[src/hw/rtl/vswa_pkg.sv]
package vswa_pkg;

    // voxel memory geometry
    localparam int MEM_DEPTH = 32768;
    localparam int ADDR_W    = 15;
    localparam int WORD_W    = 64;

    // cell coordinate and linear index widths (grid sizes up to 512)
    localparam int CELL_W = 9;
    localparam int IDX_W  = 27;

    // divider widths: signed numerator, magnitude, divisor magnitude, step count
    localparam int NUM_W = 49;
    localparam int MAG_W = 48;
    localparam int DEN_W = 32;
    localparam int CNT_W = 6;

    // stream payload widths
    localparam int IN_DATA_W  = 200;
    localparam int OUT_DATA_W = 88;

    // configuration register indexes
    localparam int CFG_IDX_W = 3;
    localparam logic [CFG_IDX_W-1:0] REG_ORIGIN_X    = 3'd0;
    localparam logic [CFG_IDX_W-1:0] REG_ORIGIN_Y    = 3'd1;
    localparam logic [CFG_IDX_W-1:0] REG_ORIGIN_Z    = 3'd2;
    localparam logic [CFG_IDX_W-1:0] REG_CELL_LENGTH = 3'd3;
    localparam logic [CFG_IDX_W-1:0] REG_RANGE_X     = 3'd4;
    localparam logic [CFG_IDX_W-1:0] REG_RANGE_Y     = 3'd5;
    localparam logic [CFG_IDX_W-1:0] REG_RANGE_Z     = 3'd6;

    localparam logic [30:0] CELL_LENGTH_RESET = 31'd65536;

    // result status codes
    localparam logic [1:0] ST_OK    = 2'd0;
    localparam logic [1:0] ST_RANGE = 2'd1;
    localparam logic [1:0] ST_WZERO = 2'd2;

    // axis codes
    localparam logic [1:0] AXIS_X = 2'd0;
    localparam logic [1:0] AXIS_Y = 2'd1;
    localparam logic [1:0] AXIS_Z = 2'd2;

    typedef enum logic [3:0] {
        S_CLEAR,
        S_IDLE,
        S_CHK_W,
        S_QLOAD,
        S_QDIV,
        S_QFIN,
        S_QCHK,
        S_CDIV,
        S_CFIN,
        S_CCHK,
        S_INDEX,
        S_IDXCHK,
        S_MEM_OUT,
        S_ERR_OUT
    } t_state;

    // controller to datapath
    typedef struct packed {
        logic       clr_step;
        logic       load;
        logic [1:0] axis;
        logic       div_load;
        logic       div_cell;
        logic       div_step;
        logic       div_fin;
        logic       cell_save;
        logic       idx_calc;
        logic       mem_rd;
        logic       out_ok;
        logic       set_err;
        logic [1:0] err_code;
        logic       out_err;
    } t_cmd;

    // datapath to controller
    typedef struct packed {
        logic clr_done;
        logic w_zero;
        logic div_last;
        logic q_ok;
        logic len_nz;
        logic c_ok;
        logic idx_ok;
        logic out_free;
    } t_sts;

endpackage

[src/hw/rtl/vswa_ctrl.sv]
module vswa_ctrl import vswa_pkg::*; (
    input  logic i_clk,
    input  logic i_rst_n,
    input  logic i_in_valid,
    output logic o_in_ready,
    input  t_sts i_sts,
    output t_cmd o_cmd
);

    t_state     r_state, n_state;
    logic [1:0] r_axis, n_axis;

    // state and axis registers
    always_ff @(posedge i_clk) begin
        if (!i_rst_n) begin
            r_state <= S_CLEAR;
            r_axis  <= AXIS_X;
        end else begin
            r_state <= n_state;
            r_axis  <= n_axis;
        end
    end

    // next state and commands
    always_comb begin
        n_state    = r_state;
        n_axis     = r_axis;
        o_in_ready = 1'b0;
        o_cmd      = '0;
        o_cmd.axis = r_axis;
        unique case (r_state)
            S_CLEAR: begin
                if (i_sts.clr_done) begin
                    n_state = S_IDLE;
                end else begin
                    o_cmd.clr_step = 1'b1;
                end
            end
            S_IDLE: begin
                o_in_ready = 1'b1;
                if (i_in_valid) begin
                    o_cmd.load = 1'b1;
                    n_axis     = AXIS_X;
                    n_state    = S_CHK_W;
                end
            end
            S_CHK_W: begin
                if (i_sts.w_zero) begin
                    o_cmd.set_err  = 1'b1;
                    o_cmd.err_code = ST_WZERO;
                    n_state        = S_ERR_OUT;
                end else begin
                    n_state = S_QLOAD;
                end
            end
            S_QLOAD: begin
                o_cmd.div_load = 1'b1;
                n_state        = S_QDIV;
            end
            S_QDIV: begin
                o_cmd.div_step = 1'b1;
                if (i_sts.div_last) begin
                    n_state = S_QFIN;
                end
            end
            S_QFIN: begin
                o_cmd.div_fin = 1'b1;
                n_state       = S_QCHK;
            end
            S_QCHK: begin
                if (!(i_sts.q_ok && i_sts.len_nz)) begin
                    o_cmd.set_err  = 1'b1;
                    o_cmd.err_code = ST_RANGE;
                    n_state        = S_ERR_OUT;
                end else begin
                    o_cmd.div_load = 1'b1;
                    o_cmd.div_cell = 1'b1;
                    n_state        = S_CDIV;
                end
            end
            S_CDIV: begin
                o_cmd.div_step = 1'b1;
                if (i_sts.div_last) begin
                    n_state = S_CFIN;
                end
            end
            S_CFIN: begin
                o_cmd.div_fin = 1'b1;
                n_state       = S_CCHK;
            end
            S_CCHK: begin
                if (!i_sts.c_ok) begin
                    o_cmd.set_err  = 1'b1;
                    o_cmd.err_code = ST_RANGE;
                    n_state        = S_ERR_OUT;
                end else begin
                    o_cmd.cell_save = 1'b1;
                    if (r_axis == AXIS_Z) begin
                        n_state = S_INDEX;
                    end else begin
                        n_axis  = r_axis + 2'd1;
                        n_state = S_QLOAD;
                    end
                end
            end
            S_INDEX: begin
                o_cmd.idx_calc = 1'b1;
                n_state        = S_IDXCHK;
            end
            S_IDXCHK: begin
                if (i_sts.idx_ok) begin
                    o_cmd.mem_rd = 1'b1;
                    n_state      = S_MEM_OUT;
                end else begin
                    o_cmd.set_err  = 1'b1;
                    o_cmd.err_code = ST_RANGE;
                    n_state        = S_ERR_OUT;
                end
            end
            S_MEM_OUT: begin
                if (i_sts.out_free) begin
                    o_cmd.out_ok = 1'b1;
                    n_state      = S_IDLE;
                end
            end
            S_ERR_OUT: begin
                if (i_sts.out_free) begin
                    o_cmd.out_err = 1'b1;
                    n_state       = S_IDLE;
                end
            end
            default: begin
                n_state = S_CLEAR;
            end
        endcase
    end

endmodule

[config.mk]
export PLATFORM = sky130hd
export DESIGN_NAME = vswa_ctrl
export DESIGN_NICKNAME = d
export VERILOG_FILES = /design/src/hw/rtl/vswa_pkg.sv /design/src/hw/rtl/vswa_ctrl.sv
export SDC_FILE = /design/constraint.sdc
export NUM_CORES = 1
export LEC_CHECK = 0
export BUFFER_PORTS_ARGS = -buffer_cell sky130_fd_sc_hd__buf_2
export CAP_MARGIN = 10
export CELL_PAD_IN_SITES_DETAIL_PLACEMENT = 0
export CELL_PAD_IN_SITES_GLOBAL_PLACEMENT = 1
export CORE_ASPECT_RATIO = 0.7
export CORE_UTILIZATION = 31
export CTS_CLUSTER_DIAMETER = 150
export DETAILED_ROUTE_END_ITERATION = 6
export PLACE_DENSITY = 0.77
export SLEW_MARGIN = 10
export SYNTH_ARGS = -nofsm -noshare
export SYNTH_HDL_FRONTEND = slang
export SYNTH_SLANG_ARGS = --single-unit
export TNS_END_PERCENT = 50
[constraint.sdc]
create_clock -name i_clk -period 1.65 [get_ports i_clk]
set_input_delay 0.33 -clock i_clk [delete_from_list [all_inputs] [get_ports i_clk]]
set_output_delay 0.33 -clock i_clk [all_outputs]
set_load 0.03 [all_outputs]
-- After elaboration in Yosys (flattened, before gate mapping)
Cells that the tools add are included.
- bits in registers: 6
- bits of input ports: 11
- output and inout port bits: 17
- logic and storage cells: 70
- add/sub/neg operators: 1
- eq/ne operators: 21
- mux-type cells: 38
- reductions and logical operators: 8
- operators by type and width (cell ; count):
    one-hot mux 4 bit (13 select lines) ; 1
    two-way mux 4 bit ; 9
    equality test 4 bit, second input constant ; 6
    two-way mux 1 bit ; 17
    equality test 4 x 3 -> 1 bit, second input constant ; 4
    two-way mux 3 bit ; 4
    != test 2 bit, second input constant ; 6
    one-hot mux 3 bit (4 select lines) ; 1
    equality test 4 x 2 -> 1 bit, second input constant ; 2
    two-way mux 2 bit ; 4
    OR reduction 2 bit ; 3
    AND reduction 5 bit ; 1
    equality test 4 x 1 -> 1 bit, second input constant ; 1
    logical NOT 4 bit ; 1
    one-hot mux 2 bit (2 select lines) ; 1
    AND reduction 4 bit ; 1
    adder 2 x 1 -> 2 bit, second input constant ; 1
    equality test 2 bit, second input constant ; 1
    != test 2 x 1 -> 1 bit, second input constant ; 1
    one-hot mux 1 bit (2 select lines) ; 1
    nonzero test 2 bit ; 1
    logical AND 1 bit ; 1

-- Longest topological paths before layout
Gate-level depths: netlist (run 1).
- depth after elaboration: 4
- gate-level depth with buffers: 7
- mapped depth without buffers: 6

-- Worst setup path before layout (run 1)
Ideal clock, no wire load.
- path kind: reg-to-output
- from: register r_state[3]
- to: output port o_cmd[3] in the netlist's numbering
- arrival: 1.823 ns
- data required time: 1.320 ns
- slack: -0.503 ns
- stages on the path, launching flop included: 5
- path through: dfxtp_1 -> buf_2 -> nand2_1 -> o31ai_1 -> or2_1
- RTL lines (item ; line ; RTL):
    from (decl) ; vswa_ctrl.sv:10 ; t_state r_state, n_state;
    from (signal assigned) ; vswa_ctrl.sv:19 ; r_state <= n_state;
    to (decl) ; vswa_ctrl.sv:7 ; output t_cmd o_cmd

==> results of run 1 <==
## final timing paths
kind                           startpoint                      end  slack, ns  cells after the start
setup reg to reg  r_state[2]$_SDFFE_PN0P_  r_state[0]$_SDFFE_PN0P_      -0.05                      5
hold / removal                    i_rst_n   r_axis[1]$_SDFFE_PN0P_       0.36                      2
setup / recovery  r_state[0]$_SDFFE_PN0P_                 o_cmd[8]      -0.16                      5
hold reg to reg    r_axis[0]$_SDFFE_PN0P_   r_axis[0]$_SDFFE_PN0P_       0.52                      2
## stage by stage
stage	std cells	setup TNS [ns]	total power, mW	setup WS, ns	hold WS (ns)
final	172	-0.867	1.34	-0.161	0.363
after global routing	172	-1.46	1.40	-0.212	0.361
after floorplan	96	-0.260	0.644	-0.103	0.447
after global placement	153	-0.124	0.852	-0.0370	0.465
after CTS	168	-0.419	1.19	-0.143	0.371
after detailed placement	153	-0.309	0.860	-0.109	0.481
## per-layer routing
metal,up-vias,wire length (µm)
li1,452,-
met5,-,0
met3,14,280
met4,0,99
met1,462,1310
met2,58,1340
## power groups by stage
| stage | clock, mW | sequential (mW) | combinational [mW] |
|---|---|---|---|
| floorplan | 0 | 0.177 | 0.467 |
| global placement | 0 | 0.191 | 0.661 |
| detailed placement | 0 | 0.193 | 0.667 |
| CTS | 0.140 | 0.208 | 0.840 |
| global route | 0.163 | 0.214 | 1.02 |
| finish | 0.153 | 0.213 | 0.970 |
## critical path, stage by stage, from the launching register on
cell and delay [ns]:
dfxtp_2 0.34, buf_6 0.13, buf_6 0.11, or3_4 0.36, a21oi_2 0.15, buf_6 0.14
## state kept, by name, indices dropped and copies added (netlist names)
register	cells
r_state	4
r_axis	2
## kinds of logic after synthesis
kind of cell	after synthesis	synth area share (%)
xor gates and xnor gates	1	1.30
and+or+nand+nor	50	44.3
buffers and inverters	13	9.12
adders and majority gates	1	1.86
DFF	6	17.9
AOI/OAI and AO/OA	25	25.5
## cell usage in the layout, fill, tap and decap left out, drive strengths merged, types with 5 or more instances in the layout
cell type,netlist,final
o21ai,5,5
nor3,5,5
and3,5,5
nand2b,5,5
nor2,10,10
dfxtp,6,6
buf,5,57
inv,6,6
nand2,6,6
a21oi,9,9
## area by class of cell
| type | instances | area (µm²) | share of cell area (%) |
|---|---|---|---|
| clock buffer | 3 | 22.5 | 1.67 |
| inverter | 6 | 22.5 | 1.67 |
| sequential | 6 | 130 | 9.67 |
| tap | 22 | 27.5 | 2.04 |
| timing repair buffer | 58 | 492 | 36.5 |
| multi-input combinational | 77 | 652 | 48.4 |
## repair_timing
item                       CTS  global route
resized for setup           52            26
pin swaps                   12            11
hold buffers                 0             0
setup endpoints to repair   20            19
buffers inserted            12             4
==> metrics.md, run 1 <==
| Metric | Value |
|---|---|
| Failing checks | `design-rule violations, negative setup slack` |
| Distinct cell type count after synthesis | `39` |
| GRT Overall Usage | `24.9%` |
| Power Density | `993 mW/mm²` |
| Chip height | `41.0 µm` |
| Main synth FF type | `dfxtp_1` |
| Syn_nets | `108` |
| Vias post-DR | `986` |
| Final Critical Period | `1.81 ns` |
| DP HPWL | `1770 µm` |
| DR pass1 iterations | `6` |
| CTS max path bufs | `2` |
| Synthesized cell area | `672 µm²` |
| Relative slew slack | `70.3%` |
| Post-Syn Instances | `96` |
| Final WS setup | `-0.161 ns` |
| Sequential fraction of the synthesis area | `17.9%` |
| Peak Freq | `552 MHz` |
| # nets final | `164` |
| NetSw | `0.638 mW` |
| Switching share of power | `47.7%` |
| H-tree depth | `1` |
| Root Driver | `clkbuf_4` |
| Period utilization | `110%` |
| Syn_area_per_cell | `7.00 µm²` |
| Area leader, netlist | `dfxtp_1` |
| Worst VDD drop | `0.469 mV` |
| Largest net degree at the start of global routing | `14` |
| ANT cells | `0` |
| GPL Wtd Cong | `0.892` |
| Initial cell density of the core | `34.4%` |
| Fin area | `0.00135 mm²` |
| First-pass GRT wire length | `4020 µm` |
| Drt drc | `1` |
| Clock share of power | `11.5%` |
| Critical path startpoint category | `register` |
| Max FO, Critical Path | `3` |
| CTS tree | `done` |
| Clock-pin slew on the worst setup and hold paths | `0.04 ns` |
| Leak pwr | `0.585 nW` |
| Clk sinks | `6` |
| Hold Vio Cnt, Final | `0` |
| Max-slew violations | `0` |
| Util after Layout | `69.0%` |
| Gr ovfl total | `0` |
| Worst clock skew | `0.0153 ns` |
| Crit Path Category | `register to output pin` |
| Die X | `57.6 µm` |
| Global Route met3 Usage | `7.26%` |
| Internal power | `0.698 mW` |
| Worst-Margin Slew | `0.442 ns` |
| Placed cell area | `943 µm²` |
| Main area contributors after synthesis | `dfxtp_1 18%, a21oi_1 6.0%, nor2_1 5.6%, and3_1 4.7%, nand2b_1 4.7%` |
| Hold Crit Class | `input port to register` |
| EDFF count, synth | `0` |
| Input/output buffers | `27` |
| Initial antenna violation count | `0` |
| Core Box Area | `0.00195 mm²` |
| Vias per cell | `5.73` |
| DR iter-0 viols | `62` |
| Wire length per cell | `17.6 µm` |
| Max Cap Violations | `0` |
| Post-synth top area share | `17.9%` |
| Grt peak-use layer | `met2` |
| Fill count | `143` |
| CP endpoint kind | `output pin` |
| Post-synth top cells | `10 x nor2_1, 8 x a21oi_1, 6 x dfxtp_1, 6 x inv_1, 6 x nand2_1` |
| Share of cells above drive strength 1 | `66.7%` |
| Worst Path Required | `1.32 ns` |
| Post-synth ARST share | `0%` |
| Total Wirelength | `3030 µm` |
| Row count | `13` |
| Vias in the first global route | `835` |
| Clock latency on the worst-skew pair | `0.27 ns` |
| RSZ-0062 raised after global routing | `true` |
| Die ar. | `0.00236 mm²` |
| Top-count cell post-synth | `nor2_1` |
| GR Util met2 | `39.5%` |
| IO Pins | `28` |
| Met1 Resource Use GR | `30.6%` |
| Cts bufs inserted | `3` |
| CP Data Arrival Time | `1.48 ns` |
| Status | `complete, but fails checks` |
| Yosys warns | `0` |
| Antenna viol nets, final | `0` |
| Comb power frac | `72.6%` |
| Area growth, synth to finish | `100%` |
| Yosys reg bits | `6` |
| Sequential power share | `15.9%` |
| Setup violations, final | `10` |
(Power assumes the default switching activity.)
==> inputs of run 2 (changes only) <==
- CORE_MARGIN: unset -> 2
==> run 2 against run 1 <==
  * The run ends with negative setup slack left
  * Fmax up 2.7%
  * Routed wire length down 15%
  * Non-clock buffer count down 6
  * Final cell count down 2.3%
  * Critical path type unchanged
  * Sequential power about the same
==> metrics.md, run 2 (synthesis gave the netlist of run 1 again) <==
| Metric | Value |
|---|---|
| Antenna viol nets, final | `0 (unchanged)` |
| Vias in the first global route | `862 (+3.2%)` |
| Clock latency on the worst-skew pair | `0.25 ns (-0.02 ns)` |
| Slowest CP cell | `dfxtp_4` |
| CTS max path bufs | `2 (unchanged)` |
| Die ar. | `0.00256 mm² (+8.5%)` |
| Root Driver | `clkbuf_4` |
| DP HPWL | `1690 µm (-4.6%)` |
| Worst VDD drop | `0.499 mV (+6.4%)` |
| Input/output buffers | `27 (unchanged)` |
| Failing checks | `negative setup slack` |
| Max incr delay on CP | `0.37 ns (about the same)` |
| Hold Crit Class | `input port to register` |
| Area growth, synth to finish | `88.1%` |
| Cell Chain, Critical Path | `and3_4 > a21oi_4 > o31ai_4 > or2_4 > buf_6` |
| First-pass GRT wire length | `4000 µm (-0.50%)` |
| Gr ovfl total | `0 (unchanged)` |
| CTS tree | `done` |
| Vias per cell | `5.54 (-3.3%)` |
| Status | `complete, but fails checks` |
| Initial cell density of the core | `32.0% (-2.5 points)` |
| IO Pins | `28 (unchanged)` |
| CP endpoint kind | `output pin` |
| Fin area | `0.00126 mm² (-6.1%)` |
| Period utilization | `107% (-2.9 points)` |
| Dpl ws | `-0.156 ns (-0.0470 ns)` |
| Setup violations, final | `7 (-3)` |
| Worst clock skew | `0.0121 ns (-0.00321 ns)` |
| Commonest non-fill, non-tap cell in the layout | `buf_4` |
| Cts bufs inserted | `3 (unchanged)` |
| Clk sinks | `6 (unchanged)` |
| Crit Path Category | `register to output pin` |
| Power Density | `961 mW/mm² (-3.2%)` |
| Core Box Area | `0.00210 mm² (+7.7%)` |
| Max FO, Critical Path | `4 (+1)` |
| Post-route non-filler standard cell count | `168 (-2.3%)` |
| Util after Layout | `60.1% (-8.9 points)` |
| Max Cap Violations | `0 (unchanged)` |
| Initial antenna violation count | `0 (unchanged)` |
| DR pass1 iterations | `6 (unchanged)` |
| Bufs and invs on worst path | `1 (-2)` |
| Final Power | `1.21 mW (-9.1%)` |
| Row count | `14 (+1)` |
| Relative slew slack | `73.3% (+3.1 points)` |
| Leak pwr | `0.538 nW (-7.9%)` |
| Worst Path Required | `1.32 ns (about the same)` |
| GPL Wtd Cong | `0.830 (-7.0%)` |
| Vias post-DR | `931 (-5.6%)` |
| Hold Vio Cnt, Final | `0 (unchanged)` |
| Largest net degree at the start of global routing | `16 (+2)` |
| DR iter-0 viols | `42 (-32%)` |
| Worst-Margin Slew | `0.397 ns (-0.0454 ns)` |
| Chip height | `43.0 µm (+4.9%)` |
| Number of flip-flops in the largest register | `4 (unchanged)` |
| Peak Freq | `567 MHz (+2.7%)` |
| Critical path startpoint category | `register` |
| Final WS setup | `-0.113 ns (+0.0481 ns)` |
| Drt drc | `0 (-1)` |
| ANT cells | `0 (unchanged)` |
| GRT Overall Usage | `20.8% (-4.1 points)` |
| Max-slew violations | `0 (unchanged)` |
| H-tree depth | `1 (unchanged)` |
| Final Critical Period | `1.76 ns (-0.0481 ns)` |
| RSZ-0062 raised after global routing | `true` |
| Share of cells above drive strength 1 | `60.4% (-6.3 points)` |
| Largest registers | `r_state (4), r_axis (2)` |
| Wire length per cell | `15.4 µm (-12%)` |
| Top reg by flops | `r_state` |
| Placed insts | `156 (+2.0%)` |
| Commonest cells after routing, fill and taps aside | `19 x buf_4, 17 x buf_6, 14 x buf_2` |
| Placed cell area | `953 µm² (+1.1%)` |
| Total Wirelength | `2590 µm (-15%)` |
| Die X | `59.6 µm (+3.5%)` |
| # nets final | `158 (-3.7%)` |
| Hold-fix buffers, CTS | `0 (unchanged)` |
| Clock-pin slew on the worst setup and hold paths | `0.05 ns (about the same)` |
| CP Data Arrival Time | `1.43 ns (-0.05 ns)` |
| CP delay by family, top | `simple AND/OR/NAND/NOR gates` |
[run 2: cell type report]
| type | count | area, µm² |
|---|---|---|
| Tap cell | 24 | 30.0 |
| Inverter | 6 | 25.0 |
| Clock buffer | 3 | 22.5 |
| Fill cell | 178 | 838 |
| Timing Repair Buffer | 52 | 427 |
| Multi-Input combinational cell | 77 | 627 |
| Sequential cell | 6 | 133 |
[run 2: layer usage]
metal / wire (µm) / global-route usage [%]
met1: 1130 / 29.6
met2: 1210 / 30.2
met3: 202 / 7.62
met4: 48 / 3.56
met5: 0 / 0
[run 2: path summary, 6_finish.rpt]
kind                                              start  cells after the start                       to  slack [ns]
worst max-delay path            r_state[1]$_SDFFE_PN0P_                      5                 o_cmd[3]       -0.11
worst min-delay path                            i_rst_n                      2   r_axis[1]$_SDFFE_PN0P_        0.37
worst max register to register  r_state[3]$_SDFFE_PN0P_                      7  r_state[0]$_SDFFE_PN0P_       -0.01
worst min register to register   r_axis[0]$_SDFFE_PN0P_                      2   r_axis[0]$_SDFFE_PN0P_        0.52
[run 2: power breakdown]
group          total [mW]  leakage, nW  switching [mW]  internal (mW)
Sequential          0.210       0.0514          0.0344          0.176
Combinational       0.866        0.473           0.471          0.395
Clock               0.138       0.0138          0.0556         0.0825
Total                1.21        0.538           0.561          0.654
[run 2: per-stage QoR]
stage	setup TNS, ns	hold WS (ns)
floorplan	-0.260	0.447
finish	-0.330	0.373
CTS	-0.341	0.371
global route	-1.10	0.377
detailed placement	-0.165	0.482
global placement	-0.0659	0.464
[run 2: repair_timing]
action                                  in CTS  in global routing
resized for setup                           51                 16
buffers inserted                             7                  1
endpoints found under the setup margin      16                 19
gates cloned                                 0                  1
pin swaps                                   10                  7
